==> src/rtl/core/assert_macros.svh <==
// ----------------------------------------------------------------------------
// Assertion macros shared by the RTL
// ----------------------------------------------------------------------------
`ifndef ASSERT_MACROS_SVH
`define ASSERT_MACROS_SVH

// Condition holds at every clock edge outside reset.
`define ASSERT_ALWAYS(label, clk, rst, expr) \
  label: assert property (@(posedge clk) disable iff (rst) (expr)) \
    else $error("assertion failed");

// Antecedent implies consequent in the same cycle.
`define ASSERT_IMPLY(label, clk, rst, ante, cons) \
  label: assert property (@(posedge clk) disable iff (rst) (ante) |-> (cons)) \
    else $error("assertion failed");

`endif

==> src/rtl/core/imt_pkg.sv <==
// ----------------------------------------------------------------------------
// imt_pkg
// Types and constants of the interval map table.
// ----------------------------------------------------------------------------
package imt_pkg;

  localparam int KEY_BITS          = 16;
  localparam int VALUE_BITS        = 8;
  localparam int TABLE_DEPTH_DEF   = 32;
  localparam int ENTRY_COUNT_BITS  = 6;
  localparam int STATUS_BITS       = 2;

  localparam logic CMD_ASSIGN = 1'b0;
  localparam logic CMD_LOOKUP = 1'b1;

  localparam logic [STATUS_BITS-1:0] ST_DONE  = 2'd0;
  localparam logic [STATUS_BITS-1:0] ST_EMPTY = 2'd1;
  localparam logic [STATUS_BITS-1:0] ST_FULL  = 2'd2;

  typedef struct packed {
    logic                  command;
    logic [KEY_BITS-1:0]   key_begin;
    logic [KEY_BITS-1:0]   key_end;
    logic [VALUE_BITS-1:0] new_value;
  } in_t;

  typedef struct packed {
    logic [VALUE_BITS-1:0]       read_value;
    logic [STATUS_BITS-1:0]      status;
    logic [ENTRY_COUNT_BITS-1:0] entry_count;
  } out_t;

  typedef struct packed {
    logic [KEY_BITS-1:0]   key;
    logic [VALUE_BITS-1:0] val;
  } entry_t;

endpackage

==> src/rtl/core/interval_map_table_core.sv <==
// A lookup or empty assign scans the N entries held; an assign also inserts its two
//   boundaries during the scan, then copies the C entries of the new table back
//   when they fit (C <= TABLE_DEPTH).
// Throughput: one transaction at a time; the scan reads each entry through the table's
//   registered read port in S_WAIT and S_SCAN; the copy moves one entry a cycle.
// Reset (rst, synchronous): table empty, default value 0, no result pending.
// ----------------------------------------------------------------------------
// interval_map_table_core
// Sorted boundary table with range assign and lookup, one scan per command.
// ----------------------------------------------------------------------------
`include "assert_macros.svh"

module interval_map_table_core #(
  parameter int TABLE_DEPTH = imt_pkg::TABLE_DEPTH_DEF
) (
  input  logic                          clk,
  input  logic                          rst,
  input  logic                          cfg_we,
  input  logic [imt_pkg::VALUE_BITS-1:0] cfg_wdata,
  input  logic                          in_valid,
  output logic                          in_ready,
  input  imt_pkg::in_t                  in_data,
  output logic                          out_valid,
  input  logic                          out_ready,
  output imt_pkg::out_t                 out_data
);
  import imt_pkg::*;

  localparam int SD  = TABLE_DEPTH + 2;
  localparam int TIW = $clog2(TABLE_DEPTH);
  localparam int UW  = $clog2(TABLE_DEPTH + 1);
  localparam int SIW = $clog2(SD);
  localparam int CW  = $clog2(SD + 1);

  typedef enum logic [4:0] {
    S_IDLE = 5'b00001,
    S_WAIT = 5'b00010,
    S_SCAN = 5'b00100,
    S_COPY = 5'b01000,
    S_RESP = 5'b10000
  } state_t;

  state_t state;

  entry_t table_mem [TABLE_DEPTH];
  entry_t scratch   [SD];
  entry_t rd_ent;
  entry_t scr_q;

  logic [VALUE_BITS-1:0]  default_value;
  logic [UW-1:0]          used;
  logic [UW-1:0]          i;
  logic [CW-1:0]          c;
  logic [CW-1:0]          j;
  logic [CW-1:0]          cp_j;
  logic                   cp_v;
  in_t                    cur;
  logic                   is_assign;
  logic                   kb_done;
  logic                   ke_done;
  logic [VALUE_BITS-1:0]  prev;
  logic [VALUE_BITS-1:0]  endv;
  logic [VALUE_BITS-1:0]  lookv;
  logic [STATUS_BITS-1:0] status_r;
  logic                   assigned;

  logic                  at_end;
  logic                  take_kb;
  logic                  take_ke;
  logic                  take_ent;
  logic                  emit_on;
  logic                  scr_we;
  entry_t                emit_e;

  assign in_ready = (state == S_IDLE);

  always_comb begin
    at_end   = (i == used);
    take_kb  = !kb_done && (at_end || rd_ent.key >= cur.key_begin);
    take_ke  = !take_kb && !ke_done && (at_end || rd_ent.key > cur.key_end);
    take_ent = !take_kb && !take_ke && !at_end;
    emit_e   = rd_ent;
    if (take_kb) begin
      emit_e = '{key: cur.key_begin, val: cur.new_value};
    end else if (take_ke) begin
      emit_e = '{key: cur.key_end, val: endv};
    end
    emit_on = (state == S_SCAN) && (take_kb || take_ke ||
              (take_ent && is_assign &&
               (rd_ent.key < cur.key_begin || rd_ent.key > cur.key_end)));
    // drop entries that repeat the value in force before them
    scr_we  = emit_on && (emit_e.val != prev);
  end

  always_ff @(posedge clk) begin
    rd_ent <= table_mem[i[TIW-1:0]];
    if (cp_v) begin
      table_mem[cp_j[TIW-1:0]] <= scr_q;
    end
  end

  always_ff @(posedge clk) begin
    scr_q <= scratch[j[SIW-1:0]];
    if (scr_we) begin
      scratch[c[SIW-1:0]] <= emit_e;
    end
  end

  always_ff @(posedge clk) begin
    if (rst) begin
      state         <= S_IDLE;
      default_value <= '0;
      used          <= '0;
      out_valid     <= 1'b0;
      cp_v          <= 1'b0;
    end else begin
      if (cfg_we) begin
        default_value <= cfg_wdata;
      end
      if (out_valid && out_ready && (state != S_RESP)) begin
        out_valid <= 1'b0;
      end
      cp_v <= (state == S_COPY) && (j < c);
      unique case (state)
        S_IDLE: begin
          if (in_valid) begin
            cur       <= in_data;
            i         <= '0;
            c         <= '0;
            prev      <= default_value;
            endv      <= default_value;
            lookv     <= default_value;
            assigned  <= 1'b0;
            is_assign <= (in_data.command == CMD_ASSIGN) &&
                         (in_data.key_begin < in_data.key_end);
            kb_done   <= !((in_data.command == CMD_ASSIGN) &&
                           (in_data.key_begin < in_data.key_end));
            ke_done   <= !((in_data.command == CMD_ASSIGN) &&
                           (in_data.key_begin < in_data.key_end));
            status_r  <= ((in_data.command == CMD_ASSIGN) &&
                          (in_data.key_begin >= in_data.key_end)) ? ST_EMPTY : ST_DONE;
            state     <= S_WAIT;
          end
        end
        S_WAIT: state <= S_SCAN;
        S_SCAN: begin
          if (scr_we) begin
            c    <= c + 1'b1;
            prev <= emit_e.val;
          end
          if (take_kb) begin
            kb_done <= 1'b1;
          end else if (take_ke) begin
            ke_done <= 1'b1;
          end else if (take_ent) begin
            if (rd_ent.key <= cur.key_end) begin
              endv <= rd_ent.val;
            end
            if (rd_ent.key <= cur.key_begin) begin
              lookv <= rd_ent.val;
            end
            i     <= i + 1'b1;
            state <= S_WAIT;
          end else if (!is_assign) begin
            state <= S_RESP;
          end else if (c > CW'(TABLE_DEPTH)) begin
            status_r <= ST_FULL;
            state    <= S_RESP;
          end else begin
            j     <= '0;
            state <= S_COPY;
          end
        end
        S_COPY: begin
          if (j < c) begin
            cp_j <= j;
            j    <= j + 1'b1;
          end else begin
            used     <= UW'(c);
            assigned <= 1'b1;
            state    <= S_RESP;
          end
        end
        S_RESP: begin
          // hold until the output register is free
          if (!out_valid || out_ready) begin
            out_valid            <= 1'b1;
            out_data.read_value  <= assigned ? cur.new_value : lookv;
            out_data.status      <= status_r;
            out_data.entry_count <= ENTRY_COUNT_BITS'(used);
            state                <= S_IDLE;
          end
        end
        default: state <= S_IDLE;
      endcase
    end
  end

  `ASSERT_ALWAYS(a_used_bound, clk, rst, used <= UW'(TABLE_DEPTH))
  `ASSERT_ALWAYS(a_scratch_bound, clk, rst, c <= CW'(SD))
  `ASSERT_IMPLY(a_copy_write, clk, rst, cp_v, state == S_COPY || state == S_RESP)
  `ASSERT_IMPLY(a_out_from_resp, clk, rst, $rose(out_valid), $past(state == S_RESP))

endmodule
==> config.mk <==
export PLATFORM = sky130hd
export DESIGN_NAME = interval_map_table_core
export DESIGN_NICKNAME = d
export VERILOG_FILES = /design/src/rtl/core/imt_pkg.sv /design/src/rtl/core/interval_map_table_core.sv
export VERILOG_INCLUDE_DIRS = /design/src /design/src/rtl/core
export SDC_FILE = /design/constraint.sdc
export NUM_CORES = 2
export LEC_CHECK = 0
export BUFFER_PORTS_ARGS = -buffer_cell sky130_fd_sc_hd__buf_2
export CAP_MARGIN = 0
export CELL_PAD_IN_SITES_DETAIL_PLACEMENT = 1
export CELL_PAD_IN_SITES_GLOBAL_PLACEMENT = 1
export CORE_ASPECT_RATIO = 1.4
export CORE_MARGIN = 5
export CORE_UTILIZATION = 50
export CTS_CLUSTER_DIAMETER = 30
export DETAILED_ROUTE_END_ITERATION = 10
export PLACE_DENSITY_LB_ADDON = 0.1
export REMOVE_ABC_BUFFERS = 1
export SYNTH_ARGS = -nofsm -noshare
export SYNTH_HDL_FRONTEND = slang
export SYNTH_SLANG_ARGS = --single-unit
==> constraint.sdc <==
create_clock -name clk -period 10.3 [get_ports clk]
set_clock_uncertainty 0.2 [all_clocks]
set_input_delay 1.545 -clock clk [delete_from_list [all_inputs] [get_ports clk]]
set_output_delay 1.545 -clock clk [all_outputs]
set_load 0.1 [all_outputs]
; After elaboration in Yosys (flattened, before gate mapping)
; Memories as Yosys holds them, arrays and structs flattened. A register that Yosys moved wholly into a read port is not among the register bits.
; Cells that the tools add are included.
[classes]
eq_ne = 24
magnitude_cmp = 9
addsub = 3
n_mux = 63
n_reduce_logical = 44
bitwise_logic = 3
[op_table]
columns = cell, n
row1 = $mux W8, 11
row2 = $mux W6, 11
row3 = $mux W24, 2
row4 = $pmux W8 S2, 3
row5 = $mux W5, 8
row6 = $pmux W6 S2, 3
row7 = $ge A16 B16 Y1, 2
row8 = $le A16 B16 Y1, 2
row9 = $lt A16 B16 Y1, 2
row10 = $pmux W5 S5, 1
row11 = $ne A2 B2 Y1 const B, 12
row12 = $add A6 B1 Y6 const B, 3
row13 = $gt A16 B16 Y1, 1
row14 = $reduce_and A8 Y1, 2
row15 = $logic_and A1 B1 Y1, 14
row16 = $mux W1, 14
row17 = $reduce_and A7 Y1, 2
row18 = $mux W2, 6
row19 = $reduce_and A4 Y1, 3
row20 = $reduce_and A5 Y1, 2
row21 = $reduce_and A3 Y1, 3
row22 = $ne A2 B1 Y1 const B, 4
row23 = $ne A8 B8 Y1, 1
row24 = $logic_not A1 Y1, 7
row25 = other kinds (16), 27
[totals]
memories = 2
word_cells = 171
ramBits = 1584
input_bits = 54
register_bits = 130
[memory_table]
columns = memory, depth, word_bits, read_ports, rd_ports_with_merged_regs, wr, line_no
row1 = scratch, 34, 24, 1, 1, 1, interval_map_table_core.sv:46  ; entry_t scratch [SD];
row2 = table_mem, 32, 24, 1, 1, 1, interval_map_table_core.sv:45  ; entry_t table_mem [TABLE_DEPTH];

; Depth between registers and ports, before layout
[depth]
ltp_word = 16
mapped_depth = 14
depth_no_buf = 12

; Least setup slack after synthesis
; No wires, ideal clock.
[synth_timing]
path_type = register -> register
start = reg cur[21] (netlist name)
end = mem scratch[25][0] (netlist name) (enable)
path_slack_ns = 3.668
setup_time_ns = 0.466
required_ns = 9.634
path_stages_with_launch = 14
synth_period_minus_slack_ns = 6.632
t_arrival_ns = 5.966
path_cell_list = edfxtp_1 > inv_1 > ha_1 > nand4_2 > nor3_2 > a2111oi_4 > and3_1 > buf_4 > nand3_1 > a41oi_1 > xor2_1 > nor4_4 > buf_6 > nor4_1
[synth_rtl]
columns = item, line_no
row1 = start: declaration, interval_map_table_core.sv:57  ; in_t cur;
row2 = start signal: assignment, interval_map_table_core.sv:127  ; cur <= in_data;
row3 = end: declaration, interval_map_table_core.sv:46

==> impl_metrics.csv <==
group,metric,value,unit
yosys,ys_seq_area_frac,0.763,
clocking,tritoncts,"done",
timing,period_share,0.534,
worst_setup_path,worstSetupEndpointType,"flop",
hold_path,whs_path_depth,0,
clocking,cts_made_buffers,296,
clocking,clk_sinks,1762,
worst_setup_path,timing.critical_path.from_type,"flop",
placed_design,post-dp-hpwl,113,mm
worst_setup_path,highest_net_fanout_along_the_worst_path,36,
routing,via_count,33900,
power,p_leak,26.6,nW
hold_path,min_path_type,"reg -> reg",
yosys,synth.avg_cell_area,21.8,sq um
die,fp-row-count,160,
yosys,yosysTopAreaCellShare,0.743,
yosys,synth.distinct_cells,60,
worst_setup_path,timing.critical_path.max_delay_family,"simple AND/OR/NAND/NOR gates",
clocking,cts_hold_fix_bufs,0,
die,core,0.136,sq mm
hold_path,hp-start,"status_r[0]",
worst_setup_path,r2r-end,"scratch[2][20]",
routing,detail_route.vias_per_cell,6.20,
yosys,synthFlopType,"sky130_fd_sc_hd__edfxtp_1",
grt,largest_net_degree_at_the_start_of_global_routing,139,
grt,grt_antenna_before_repair,16,
routing,routedWlPerCell,34.6,um
timing,tightest_slew,1200,ps
yosys,netlist_instances,3133,
final_layout,areaGrowthSynthToFinish,19.5,%
clocking,h-tree-depth,5,
timing,max_freq,182,MHz
routing,drtAntennaViolNets,0,
worst_setup_path,critPathMaxStageDelay,810,ps
yosys,total_standard_cell_area_after_synthesis,0.0684,sq mm
run,cap_violations,0,
worst_setup_path,cp_cell_sequence,"inv_1 -> ha_1 -> nand4_1 -> nor4_2 -> a21boi_1 -> nor4_2 -> a31o_4 -> nor2_1 -> a41oi_2 -> buf_4 -> xor2_1 -> nor4_4 -> buf_4 -> nor4_2 -> buf_4",
yosys,ys_async_sr_fraction,0,
die,floorplan.initialDensity,0.503,
final_layout,layout_cells_sized_above_1,0.346,
timing,relative_slew_slack,0.194,
die,io-pin-count,72,
worst_setup_path,cp_slowest_cell,"sky130_fd_sc_hd__nor4_4",
timing,hold_viol_final,0,
run_status,outcome,"completed",
power,p_per_area,224,mW/mm^2
placed_design,place.port_buffers,71,
yosys,synth_warnings,0,
placed_design,final_weighted_congestion_in_routability_driven_placement,0.884,
clocking,buffer_cell_driving_the_clock_tree_root,"sky130_fd_sc_hd__clkbuf_16",
worst_setup_path,crit_path_start,"cur[39]",
clocking,insertion_delay,910,ps
yosys,synth_seq_cells,1762,
power,total_power,18.3,mW
final_layout,fin_nets,3580,
routing,drt_wl_total,189,mm
worst_setup_path,worstPathBufferInverterCount,4,
grt,first_global_vias,36700,
worst_setup_path,critical_path.endpoint,"scratch[2][20]",
routing,drt-pass1-iter-count,5,
die,die_area,0.144,sq mm
worst_setup_path,worstPathArrival,5910,ps
grt,grt_pass1_wl,269,mm
worst_setup_path,worst-r2r-cell-count,15,
die,die_h,448,um
final_layout,nFillCells,11100,
timing,rsz_0062_raised_after_global_routing,"no",
timing,post-route-min-period,5500,ps
clocking,cts_repair_resize_count,0,
clocking,post-cts-setup-buffer-count,0,
clocking,cts.path.max_buffers,4,
worst_setup_path,r2r_slack,4800,ps
worst_setup_path,worstReg2RegStart,"cur[39]",
clocking,clkSlewWorstSetupHoldPaths,50,ps
timing,drv_slew,0,
yosys,post_synth_main_area_contributors,"sky130_fd_sc_hd__edfxtp_1 74%, sky130_fd_sc_hd__mux4_2 16%, sky130_fd_sc_hd__dfxtp_1 2.0%, sky130_fd_sc_hd__ha_1 1.0%, sky130_fd_sc_hd__mux2i_1 0.63%",
routing,drcViolationCount,0,
grt,grt-ovfl-total,0,
yosys,synth_largest_area_cell,"sky130_fd_sc_hd__edfxtp_1",
worst_setup_path,levels_on_crit_path,15,
power,max-vdd-ir-drop,0.160,mV
worst_setup_path,worst-endpoint-required,10710,ps
worst_setup_path,criticalPathCategory,"reg -> reg",
routing,drtIter0Drc,3496,
timing,hold-worst-slack,223,ps
die,die_width,323,um
yosys,synth_enable_flop_cells,1693,
grt,global_route.usage.total,0.265,
timing,setup-violations-final,0,
==> per-layer routing <==
layer  vias up  track usage  routed length (um)
met4         4        0.114                9080
met1     18400        0.334               70400
li1      13900            -                   -
met3       357       0.0515               12100
met2      1347        0.452               97500
met5         -            0                  25
==> layout make-up <==
class | instances | area, sq um | share of cell area
timing repair buffer | 190 | 1310 | 0.0160
clock inverter | 182 | 2030 | 0.0248
clock buffer | 334 | 7730 | 0.0945
inverter | 66 | 248 | 0.00303
multi-input combinational | 1153 | 16000 | 0.196
tap | 1782 | 2230 | 0.0273
antenna | 6 | 15.0 | 0.000184
sequential | 1762 | 52200 | 0.639
==> cell usage after synthesis, types with 7 or more instances <==
library cell and n:
sky130_fd_sc_hd__a211oi_1 25, sky130_fd_sc_hd__a21oi_1 66, sky130_fd_sc_hd__and2_1 7, sky130_fd_sc_hd__buf_1 43
sky130_fd_sc_hd__clkbuf_1 102, sky130_fd_sc_hd__dfxtp_1 69, sky130_fd_sc_hd__edfxtp_1 1693, sky130_fd_sc_hd__ha_1 57
sky130_fd_sc_hd__inv_1 65, sky130_fd_sc_hd__mux2_2 32, sky130_fd_sc_hd__mux2i_1 43, sky130_fd_sc_hd__mux4_2 480
sky130_fd_sc_hd__nand2_1 87, sky130_fd_sc_hd__nand3_1 23, sky130_fd_sc_hd__nand3b_1 7, sky130_fd_sc_hd__nand4_1 8
sky130_fd_sc_hd__nor2_1 96, sky130_fd_sc_hd__nor2b_1 32, sky130_fd_sc_hd__nor3_1 7, sky130_fd_sc_hd__nor4_1 33
sky130_fd_sc_hd__o2111ai_1 7, sky130_fd_sc_hd__o21a_1 8, sky130_fd_sc_hd__o21ai_0 44, sky130_fd_sc_hd__xnor2_1 13
sky130_fd_sc_hd__xor2_1 13
==> worst min-delay path by stage <==
stage                        to  slack (ps)
finish              out_data[6]         220
global route        out_data[6]         250
CTS                 out_data[6]         230
detailed placement  out_data[6]         220
global placement    out_data[7]         210
floorplan           out_data[6]         200
==> cell usage in the layout, fill, tap and decap left out, drive strengths merged, types with 37 or more instances in the layout <==
| master | netlist | layout |
|---|---|---|
| buf | 50 | 190 |
| clkbuf | 102 | 334 |
| clkinv | 1 | 86 |
| a21oi | 66 | 66 |
| nor2 | 96 | 96 |
| ha | 57 | 57 |
| o21ai | 48 | 48 |
| mux2i | 45 | 45 |
| inv | 65 | 107 |
| edfxtp | 1693 | 1693 |
| dfxtp | 69 | 69 |
| mux4 | 480 | 480 |
| nand2 | 87 | 87 |
| nor4 | 37 | 37 |
==> power by group <==
group | internal [mW] | switching (mW)
combinational | 0.170 | 0.503
clock | 6.21 | 3.43
sequential | 7.98 | 0.0264
==> registers in the layout, summed over array words and instances, names as in the netlist, 6 cells and up <==
signal	count
scratch	816
cur	40
i	6
rd_ent	24
default_value	8
prev	8
used	6
lookv	8
table_mem	768
c	6
j	6
endv	8
scr_q	24
out_data	16
==> cells by family (layout without fill, tap and decap cells) <==
family / count (synthesis) / in the layout / synth area share
xor+xnor: 26 / 26 / 0.00333
flops: 1762 / 1762 / 0.763
simple gates: 329 / 329 / 0.0241
other cells: 0 / 6 / 0
buf+inv: 218 / 772 / 0.0125
fa+ha+maj: 57 / 57 / 0.0104
mux: 557 / 557 / 0.170
compound gates: 184 / 184 / 0.0167
==> per-stage QoR <==
| stage | cells | utilization | area (sq um) | TNS, ps | setup WS (ps) |
|---|---|---|---|---|---|
| after floorplan | 2981 | - | 67800 | -2968990 | -2970 |
| after global placement | 4953 | 0.530 | 72000 | 0 | 4970 |
| final | 5475 | 0.602 | 81800 | 0 | 4800 |
| after global routing | 5472 | 0.601 | 81800 | 0 | 4560 |
| after CTS | 5469 | 0.601 | 81700 | 0 | 4760 |
| after detailed placement | 4953 | 0.530 | 72000 | 0 | 4800 |
No activity file was read; power rests on OpenSTA's default activity.
